File: src/rtl/pts_pkg.sv
// ----------------------------------------------------------------------------
// pts_pkg
// Shared types and codes for the priority task scheduler: command and result
// beats, operation codes, task status codes, error codes and state codes.
// ----------------------------------------------------------------------------
package pts_pkg;

	typedef enum logic [2:0] {
		FN_TICK    = 3'd0,
		FN_ADD     = 3'd1,
		FN_SLEEP   = 3'd2,
		FN_SETPRIO = 3'd3,
		FN_ISR_IN  = 3'd4,
		FN_ISR_OUT = 3'd5,
		FN_SCHED   = 3'd6
	} func_t;

	typedef enum logic [1:0] {
		ST_DORMANT = 2'd0,
		ST_READY   = 2'd1,
		ST_ASLEEP  = 2'd2
	} status_t;

	localparam logic [1:0] ERR_NONE    = 2'd0;
	localparam logic [1:0] ERR_OFLOW   = 2'd1;
	localparam logic [1:0] ERR_UFLOW   = 2'd2;
	localparam logic [1:0] ERR_TIMEOUT = 2'd3;

	localparam logic [7:0] ISR_MAX = 8'd255;

	typedef struct packed {
		func_t       func;
		logic [3:0]  task_id;
		logic [2:0]  prio;
		logic [15:0] ticks;
	} cmd_t;

	typedef struct packed {
		logic [3:0] next_task;
		logic       next_valid;
		logic       switch_needed;
		logic [1:0] error;
		logic [7:0] ready_map;
	} res_t;

	typedef enum logic [3:0] {
		S_IDLE,
		S_RD,
		S_EV,
		S_WR,
		S_TK_NX,
		S_UL,
		S_UL_PW,
		S_UL_NR,
		S_UL_NW,
		S_UL_END,
		S_AP,
		S_AP_W,
		S_ISR,
		S_PICK,
		S_DONE
	} state_t;

endpackage

File: src/rtl/priority_task_scheduler.sv
// ----------------------------------------------------------------------------
// priority_task_scheduler
// Fixed-priority preemptive task scheduler with one FIFO ready queue per
// priority level, held as doubly linked lists in a task table memory.
// ----------------------------------------------------------------------------
// Each command beat produces exactly one result beat. The per-task record
// (priority, delay, status and both queue links) lives in a single RAM with
// one read and one write port, so tick, add, sleep and priority change are
// short sequences of read-modify-write steps on that RAM. A tick visits
// every task in turn; the steps of add, sleep and priority change depend on
// how many queue neighbours must be relinked. ISR entry, ISR exit and
// schedule do not touch the RAM. One command is worked on at a time, but the
// next command is taken while the previous result still waits in the output
// register. No clearing pass is needed after reset: a valid bit per table
// entry makes untouched entries read as dormant, with zero delay and empty
// links.
// ----------------------------------------------------------------------------
module priority_task_scheduler #(
	parameter int NUM_TASKS  = 16,
	parameter int NUM_PRIOS  = 8,
	parameter int DELAY_BITS = 16
) (
	input  logic          clk,
	input  logic          arst_n,
	input  logic          cmd_valid,
	output logic          cmd_stall,
	input  pts_pkg::cmd_t cmd,
	output logic          res_valid,
	input  logic          res_stall,
	output pts_pkg::res_t res
);
	import pts_pkg::*;

	localparam int TW = $clog2(NUM_TASKS);
	localparam int LW = TW + 1;
	localparam int PW = $clog2(NUM_PRIOS);
	localparam int DB = DELAY_BITS;
	localparam logic [LW-1:0] LNULL = '1;

	typedef struct packed {
		logic [PW-1:0] prio;
		logic [DB-1:0] delay;
		status_t       status;
		logic [LW-1:0] nxt;
		logic [LW-1:0] prv;
	} ent_t;

	localparam int EW = $bits(ent_t);

	// Control and sequencing registers.
	state_t        state_q, state_d;
	func_t         func_q;
	logic [TW-1:0] tidx_q;
	logic          tok_q;
	logic [PW-1:0] p_q;
	logic [DB-1:0] ticks_q;
	logic [TW-1:0] i_q;
	ent_t          ent_q;
	logic [PW-1:0] qp_q;
	logic [1:0]    err_q;
	logic          sw_q;

	// Queue heads and tails, ready map, ISR nesting and the current choice.
	logic [LW-1:0]        head_q [NUM_PRIOS];
	logic [LW-1:0]        tail_q [NUM_PRIOS];
	logic [NUM_PRIOS-1:0] ready_q;
	logic [7:0]           isr_q;
	logic [LW-1:0]        chosen_q;

	logic [NUM_TASKS-1:0] vld_q;
	logic                 rd_vld_q;

	res_t res_q;
	logic res_valid_q;

	// Task table port signals.
	logic          we, re;
	logic [TW-1:0] waddr, raddr;
	ent_t          wdata;
	logic [EW-1:0] ram_rdata;
	ent_t          rd_ent;

	// Combinational helpers.
	logic [TW-1:0] cur_idx;
	logic [LW-1:0] cur_lnk;
	logic [PW-1:0] qaddr;
	logic [LW-1:0] head_rd, tail_rd;
	logic [PW-1:0] best;
	logic          any_ready;
	logic          out_free;
	logic          accept;
	logic [PW-1:0] cmd_prio;
	logic [DB-1:0] cmd_ticks;
	logic [DB+15:0] ticks_pad;
	logic [DB-1:0] dec_delay;
	logic          tick_expire;
	logic [NUM_PRIOS+7:0] ready_pad;
	ent_t          ev_ent;
	logic [PW-1:0] ev_qp;

	pts_ram #(
		.WIDTH(EW),
		.DEPTH(NUM_TASKS)
	) u_task_ram (
		.clk  (clk),
		.we   (we),
		.waddr(waddr),
		.wdata(wdata),
		.re   (re),
		.raddr(raddr),
		.rdata(ram_rdata)
	);

	// An entry never written reads as the reset record.
	always_comb begin
		if (rd_vld_q) begin
			rd_ent = ent_t'(ram_rdata);
		end else begin
			rd_ent = '{prio: '0, delay: '0, status: ST_DORMANT, nxt: LNULL, prv: LNULL};
		end
	end

	assign accept    = cmd_valid && !cmd_stall;
	assign cmd_stall = (state_q != S_IDLE);
	assign out_free  = !res_valid_q || !res_stall;

	// Saturate the command's priority and sleep length into the stored ranges.
	assign cmd_prio  = (int'(cmd.prio) >= NUM_PRIOS) ? PW'(NUM_PRIOS - 1) : PW'(cmd.prio);
	assign ticks_pad = {{DB{1'b0}}, cmd.ticks};
	assign cmd_ticks = (ticks_pad > {16'b0, {DB{1'b1}}}) ? {DB{1'b1}} : ticks_pad[DB-1:0];

	assign cur_idx = (func_q == FN_TICK) ? i_q : tidx_q;
	assign cur_lnk = {1'b0, cur_idx};

	assign dec_delay   = rd_ent.delay - 1'b1;
	assign tick_expire = (rd_ent.delay != '0) && (dec_delay == '0);

	// The record as modified by the current command, and the queue it acts on.
	always_comb begin
		ev_ent = rd_ent;
		ev_qp  = rd_ent.prio;
		case (func_q)
			FN_TICK: begin
				ev_ent.delay = dec_delay;
			end
			FN_ADD: begin
				ev_qp = p_q;
			end
			FN_SLEEP: begin
				ev_ent.status = ST_ASLEEP;
				ev_ent.delay  = ticks_q;
			end
			FN_SETPRIO: begin
				ev_ent.prio = p_q;
			end
			default: begin
			end
		endcase
	end

	// Highest non-empty priority queue.
	always_comb begin
		best      = '0;
		any_ready = 1'b0;
		for (int b = 0; b < NUM_PRIOS; b++) begin
			if (ready_q[b]) begin
				best      = PW'(b);
				any_ready = 1'b1;
			end
		end
	end

	// The head and tail tables are read at one queue per cycle.
	assign qaddr   = (state_q == S_PICK) ? best : qp_q;
	assign head_rd = head_q[qaddr];
	assign tail_rd = tail_q[qaddr];

	// Next-state logic.
	always_comb begin
		state_d = state_q;
		case (state_q)
			S_IDLE: begin
				if (accept) begin
					case (cmd.func)
						FN_TICK, FN_ADD, FN_SLEEP, FN_SETPRIO: state_d = S_RD;
						FN_ISR_IN, FN_ISR_OUT:                 state_d = S_ISR;
						FN_SCHED:                              state_d = S_PICK;
						default:                               state_d = S_DONE;
					endcase
				end
			end
			S_RD: state_d = S_EV;
			S_EV: begin
				case (func_q)
					FN_TICK: begin
						if (tick_expire && rd_ent.status == ST_ASLEEP) begin
							state_d = S_AP;
						end else if (rd_ent.delay != '0) begin
							state_d = S_WR;
						end else begin
							state_d = S_TK_NX;
						end
					end
					FN_ADD: begin
						state_d = (tok_q && rd_ent.status == ST_DORMANT) ? S_AP : S_DONE;
					end
					FN_SLEEP: begin
						state_d = (tok_q && rd_ent.status == ST_READY) ? S_UL : S_DONE;
					end
					FN_SETPRIO: begin
						if (tok_q && rd_ent.prio != p_q) begin
							state_d = (rd_ent.status == ST_READY) ? S_UL : S_WR;
						end else begin
							state_d = S_DONE;
						end
					end
					default: state_d = S_DONE;
				endcase
			end
			S_WR:    state_d = (func_q == FN_TICK) ? S_TK_NX : S_DONE;
			S_TK_NX: state_d = (i_q == TW'(NUM_TASKS - 1)) ? S_DONE : S_RD;
			S_UL:    state_d = (ent_q.prv != LNULL) ? S_UL_PW : S_UL_NR;
			S_UL_PW: state_d = S_UL_NR;
			S_UL_NR: state_d = (ent_q.nxt != LNULL) ? S_UL_NW : S_UL_END;
			S_UL_NW: state_d = S_UL_END;
			S_UL_END: state_d = (func_q == FN_SLEEP) ? S_PICK : S_AP;
			S_AP: begin
				if (tail_rd != LNULL) begin
					state_d = S_AP_W;
				end else begin
					state_d = (func_q == FN_TICK) ? S_TK_NX : S_DONE;
				end
			end
			S_AP_W: state_d = (func_q == FN_TICK) ? S_TK_NX : S_DONE;
			S_ISR: begin
				state_d = (func_q == FN_ISR_OUT && isr_q != '0) ? S_PICK : S_DONE;
			end
			S_PICK: state_d = S_DONE;
			S_DONE: state_d = out_free ? S_IDLE : S_DONE;
			default: state_d = S_IDLE;
		endcase
	end

	// Task table port control.
	always_comb begin
		we    = 1'b0;
		waddr = cur_idx;
		wdata = ent_q;
		re    = 1'b0;
		raddr = cur_idx;
		case (state_q)
			S_RD: re = 1'b1;
			S_WR: we = 1'b1;
			S_UL: begin
				// The unlinked task keeps its new fields but loses both links.
				we        = 1'b1;
				wdata.nxt = LNULL;
				wdata.prv = LNULL;
				re        = (ent_q.prv != LNULL);
				raddr     = ent_q.prv[TW-1:0];
			end
			S_UL_PW: begin
				we        = 1'b1;
				waddr     = ent_q.prv[TW-1:0];
				wdata     = rd_ent;
				wdata.nxt = ent_q.nxt;
			end
			S_UL_NR: begin
				re    = (ent_q.nxt != LNULL);
				raddr = ent_q.nxt[TW-1:0];
			end
			S_UL_NW: begin
				we        = 1'b1;
				waddr     = ent_q.nxt[TW-1:0];
				wdata     = rd_ent;
				wdata.prv = ent_q.prv;
			end
			S_AP: begin
				we           = 1'b1;
				wdata.prio   = qp_q;
				wdata.status = ST_READY;
				wdata.nxt    = LNULL;
				wdata.prv    = tail_rd;
				re           = (tail_rd != LNULL);
				raddr        = tail_rd[TW-1:0];
			end
			S_AP_W: begin
				we        = 1'b1;
				waddr     = ent_q.prv[TW-1:0];
				wdata     = rd_ent;
				wdata.nxt = cur_lnk;
			end
			default: begin
			end
		endcase
	end

	assign ready_pad = {8'b0, ready_q};

	always_ff @(posedge clk or negedge arst_n) begin
		if (!arst_n) begin
			state_q     <= S_IDLE;
			func_q      <= FN_TICK;
			tok_q       <= 1'b0;
			i_q         <= '0;
			err_q       <= ERR_NONE;
			sw_q        <= 1'b0;
			ready_q     <= '0;
			isr_q       <= '0;
			chosen_q    <= LNULL;
			vld_q       <= '0;
			rd_vld_q    <= 1'b0;
			res_valid_q <= 1'b0;
			for (int k = 0; k < NUM_PRIOS; k++) begin
				head_q[k] <= LNULL;
				tail_q[k] <= LNULL;
			end
		end else begin
			state_q <= state_d;
			if (we) begin
				vld_q[waddr] <= 1'b1;
			end
			if (re) begin
				rd_vld_q <= vld_q[raddr];
			end
			// A result taken while the next one is being loaded is replaced below.
			if (res_valid_q && !res_stall && state_q != S_DONE) begin
				res_valid_q <= 1'b0;
			end
			case (state_q)
				S_IDLE: begin
					if (accept) begin
						func_q  <= cmd.func;
						tidx_q  <= TW'(cmd.task_id);
						tok_q   <= (int'(cmd.task_id) < NUM_TASKS);
						p_q     <= cmd_prio;
						ticks_q <= cmd_ticks;
						i_q     <= '0;
						err_q   <= ERR_NONE;
						sw_q    <= 1'b0;
					end
				end
				S_EV: begin
					ent_q <= ev_ent;
					qp_q  <= ev_qp;
					if (func_q == FN_TICK && tick_expire && rd_ent.status != ST_ASLEEP) begin
						err_q <= ERR_TIMEOUT;
					end
				end
				S_TK_NX: begin
					i_q <= i_q + 1'b1;
				end
				S_UL: begin
					if (head_rd == cur_lnk) begin
						head_q[qp_q] <= ent_q.nxt;
					end
					if (tail_rd == cur_lnk) begin
						tail_q[qp_q] <= ent_q.prv;
					end
					if (head_rd == cur_lnk && ent_q.nxt == LNULL) begin
						ready_q[qp_q] <= 1'b0;
					end
				end
				S_UL_END: begin
					qp_q <= p_q;
				end
				S_AP: begin
					// The old tail is kept in the link field for the follow-up write.
					ent_q.prv    <= tail_rd;
					tail_q[qp_q] <= cur_lnk;
					if (tail_rd == LNULL) begin
						head_q[qp_q] <= cur_lnk;
					end
					ready_q[qp_q] <= 1'b1;
				end
				S_ISR: begin
					if (func_q == FN_ISR_IN) begin
						if (isr_q == ISR_MAX) begin
							err_q <= ERR_OFLOW;
						end else begin
							isr_q <= isr_q + 1'b1;
						end
					end else begin
						if (isr_q == '0) begin
							err_q <= ERR_UFLOW;
						end else begin
							isr_q <= isr_q - 1'b1;
						end
					end
				end
				S_PICK: begin
					if (isr_q == '0) begin
						if (!any_ready) begin
							chosen_q <= LNULL;
						end else if (head_rd != chosen_q) begin
							chosen_q <= head_rd;
							sw_q     <= 1'b1;
						end
					end
				end
				S_DONE: begin
					if (out_free) begin
						res_valid_q       <= 1'b1;
						res_q.next_valid    <= (chosen_q != LNULL);
						res_q.next_task     <= (chosen_q != LNULL) ? 4'(chosen_q) : 4'd0;
						res_q.switch_needed <= sw_q;
						res_q.error         <= err_q;
						res_q.ready_map     <= ready_pad[7:0];
					end
				end
				default: begin
				end
			endcase
		end
	end

	assign res_valid = res_valid_q;
	assign res       = res_q;

endmodule

File: src/rtl/pts_ram.sv
// ----------------------------------------------------------------------------
// pts_ram
// Generic single-write, single-read synchronous RAM with a registered read.
// ----------------------------------------------------------------------------
module pts_ram #(
	parameter int WIDTH = 8,
	parameter int DEPTH = 16
) (
	input  logic                     clk,
	input  logic                     we,
	input  logic [$clog2(DEPTH)-1:0] waddr,
	input  logic [WIDTH-1:0]         wdata,
	input  logic                     re,
	input  logic [$clog2(DEPTH)-1:0] raddr,
	output logic [WIDTH-1:0]         rdata
);

	logic [WIDTH-1:0] mem_q [DEPTH];

	always_ff @(posedge clk) begin
		if (we) begin
			mem_q[waddr] <= wdata;
		end
		if (re) begin
			rdata <= mem_q[raddr];
		end
	end

endmodule

File: config.mk
export PLATFORM = sky130hd
export DESIGN_NAME = priority_task_scheduler
export DESIGN_NICKNAME = d
export VERILOG_FILES = /design/src/rtl/pts_pkg.sv /design/src/rtl/priority_task_scheduler.sv /design/src/rtl/pts_ram.sv
export SDC_FILE = /design/constraint.sdc
export NUM_CORES = 1
export LEC_CHECK = 0
export ABC_AREA = 1
export BUFFER_PORTS_ARGS = -buffer_cell sky130_fd_sc_hd__buf_2
export CAP_MARGIN = 20
export CORE_ASPECT_RATIO = 1.75
export CORE_MARGIN = 5
export CORE_UTILIZATION = 45
export CTS_CLUSTER_SIZE = 24
export DETAILED_ROUTE_END_ITERATION = 16
export SYNTH_ARGS = -nofsm -noshare
export SYNTH_HDL_FRONTEND = slang
export SYNTH_SLANG_ARGS = --single-unit
File: constraint.sdc
create_clock -name clk -period 6.4 [get_ports clk]
set_input_delay 1.6 -clock clk [delete_from_list [all_inputs] [get_ports clk]]
set_output_delay 1.6 -clock clk [all_outputs]
set_load 0.01 [all_outputs]
==> results_dict.tcl <==
set metrics [dict create \
    coreArea_um2 72940 \
    yosysTopAreaCellShare_pct 54.34 \
    max_slew.worst_pin.slew_ns 1.284 \
    gp_routability_congestion 0.9325 \
    grt_pass1_vias 24010 \
    synth_area_leaders "edfxtp_1, dfstp_2, nand2_1, o211ai_1, o21ai_0" \
    num-nets-final 3135 \
    antenna_found_initial 1 \
    hp-start "sw_q" \
    rr_worst_depth 9 \
    cp.arrival_ns 6.20 \
    syn_avg_cell_area_um2 10.84 \
    design_area_um2 36940 \
    clkTransAtPathRegs_ns 0.06 \
    synth_edf_count 600 \
    cap_violations 0 \
    initial_utilization_pct 45.46 \
    holdCritPathClass "reg -> reg" \
    wl_mm 103.3 \
    synthToLayoutAreaGrowth_pct 11.43 \
    dieWidth_um 215.2 \
    htreeDepth 3 \
    synth_nets 3100 \
    die_area_um2 79420 \
    worstPathMaxFanout 31 \
    cts_max_path_buffers 3 \
    vdd_drop_max_mv 0.5671 \
    rsz0062_at_grt "false" \
    fin_setup_tns_ns 0 \
    postRouteAntennaNets 0 \
    wl_per_cell_um 25.33 \
    end_kind "flip-flop" \
    yosys_warnings 0 \
    io_pins 48 \
    insertion_delay_ns 0.63 \
    slew_viol_final 0 \
    drcViolationCount 0 \
    skew_ns 0.02763 \
    crit_path_start_kind "flip-flop" \
    r2r_start "func_q[2]" \
    synthArstFlopShare_pct 18.26 \
    ys_types 55 \
    syn-cell-area_um2 33150 \
    reg2reg_slack_ns 0.43 \
    synth-main-ff-cell "edfxtp_1" \
    root_buffer "clkbuf_16" \
    synth_seq_cells 734 \
    yosysTopAreaCell "edfxtp_1" \
    io_buffers 47 \
    power_leakage_uw 0.01354 \
    track_usage_pct 25.33 \
    maxSlewHeadroom_pct 14.39 \
    worst_ep_required_time_ns 6.63 \
    period_needed_ns 5.970 \
    cts_buffers 70 \
    min_to "res[10]" \
    rows 131 \
    mostFrequentLayoutCells "edfxtp_1, nand2_1, inv_1, o211ai_1, o21ai_0" \
    drive_above_1_share_pct 12.78 \
    drt_iter0_drc 2310 \
    fmax_ghz 0.1675 \
    yosysSeqAreaShare_pct 64.78 \
    critical_path_class "reg -> reg" \
    r2r_end "u_task_ram.mem_q[3][23]" \
    num_vias 24230 \
    first_pass_iters 6 \
    grt_max_degree 137 \
    grt_pass1_wl_mm 152.3 \
    p_per_area_nw_per_um2 617.7 \
    cts_resized 0 \
    gr-total-overflow 0 \
    cts_sinks 734 \
    syn_inst 3059 \
    fin_crit_sh_pct 93.28 \
    tritoncts "yes" \
    status "finished clean" \
    avgViaCountPerCell 5.944 \
    cts_hold_buffers 0 \
    mostFrequentLayoutCell "edfxtp_1" \
    setup_viol 0 \
    hold_depth 0 \
    hold_violations 0 \
    cts_setup_buffers 0 \
    hpwl_mm 70.33 \
    dpl_cell_area_um2 34680 \
    die_h_um 369.1 \
]
## worst max-delay path by stage
stage / start / to / slack, ns / cells after the start
final: func_q[2] / u_task_ram.mem_q[3][23] / 0.43 / 9
after detailed placement: func_q[2] / u_task_ram.mem_q[3][22] / 0.50 / 9
after global routing: func_q[2] / u_task_ram.mem_q[3][23] / 0.21 / 9
after floorplan: func_q[2] / u_task_ram.mem_q[0][0] / 2.50 / 11
after CTS: func_q[2] / u_task_ram.mem_q[3][29] / 0.48 / 9
after global placement: func_q[2] / u_task_ram.mem_q[2][20] / 0.67 / 9
## synth_stat cells (3+ instances only)
cell type and number:
a32oi_1 4, a22oi_1 11, o21ai_0 260, clkbuf_1 66, o22ai_1 12, buf_4 18, o211ai_2 5, buf_2 71
nand3b_1 5, buf_6 10, xnor2_1 6, dfrtp_1 49, edfxtp_1 600, xor2_1 16, dfstp_2 85, o21ai_1 24
nand2_1 582, a31oi_1 3, o2111ai_1 5, ha_1 10, nand4_1 55, inv_1 264, nor2_1 176, buf_1 8
nor2_4 3, o221ai_1 4, or2_2 9, nand2_2 3, o31ai_1 22, nor3_1 15, nand3_1 189, nand3_2 9
nor2_2 4, o211ai_1 262, inv_2 10, nor4_1 7, a21oi_1 152, a221oi_1 4
## power by group
group          total, µW  switching (µW)  internal, µW
sequential          7830             474          7350
clock               4120            1800          2310
combinational      10900            8080          2800
## critical path, cell delays in order (launching register included)
cell	delay [ns]
dfrtp_1	0.46
nor2_2	0.42
inv_2	0.19
nor2_2	0.57
inv_1	0.43
o21ai_0	1.01
inv_1	0.57
a21oi_1	0.46
nand2_1	0.43
nor2_4	0.96
## metrics by stage
stage	hold slack (ns)	total power [µW]	worst slack (ns)	utilization, %	std cells
2_1_floorplan	0.4249	14450	2.501	-	3059
3_3_place_gp	0.4377	18480	0.6675	47.38	3944
3_5_place_dp	0.4388	18690	0.5006	47.54	3949
4_1_cts	0.4532	22820	0.4757	50.57	4072
5_1_grt	0.4702	23950	0.2069	50.65	4076
6_report	0.4501	22820	0.4302	50.65	4077
## cell type report
class / count / area, µm²
Clock buffer: 87 / 1858
Timing Repair Buffer: 136 / 1062
Fill cell: 6451 / 35990
Multi-Input combinational cell: 1877 / 9992
Sequential cell: 734 / 21480
Antenna cell: 1 / 2.502
Tap cell: 931 / 1165
Inverter: 275 / 1035
Clock inverter: 36 / 352.8
## flip-flops by register name, summed over array words and instances (netlist names), 5 cells and up, named ones only
signal / count
chosen_q: 5
tail_q: 40
res: 16
head_q: 40
ticks_q: 16
vld_q: 16
u_task_ram.rdata: 31
u_task_ram.mem_q: 496
isr_q: 8
ent_q: 31
## logic make-up after synthesis
family / after synthesis / share of synthesized area (%)
compound gates: 781 / 14.57
xor+xnor: 22 / 0.5812
fa+ha+maj: 11 / 0.4378
buf+inv: 448 / 5.778
flops: 734 / 64.78
simple gates: 1063 / 13.85
## layer usage
metal	vias to the layer above	share of wire (%)	GRT usage, %
met5	-	0	0
met4	0	8.5	18.19
met3	316	4.7	3.102
met2	931	52	45.80
met1	11950	35	27.24
li1	11030	-	-
Note: power is estimated with default switching activity, not from simulation.
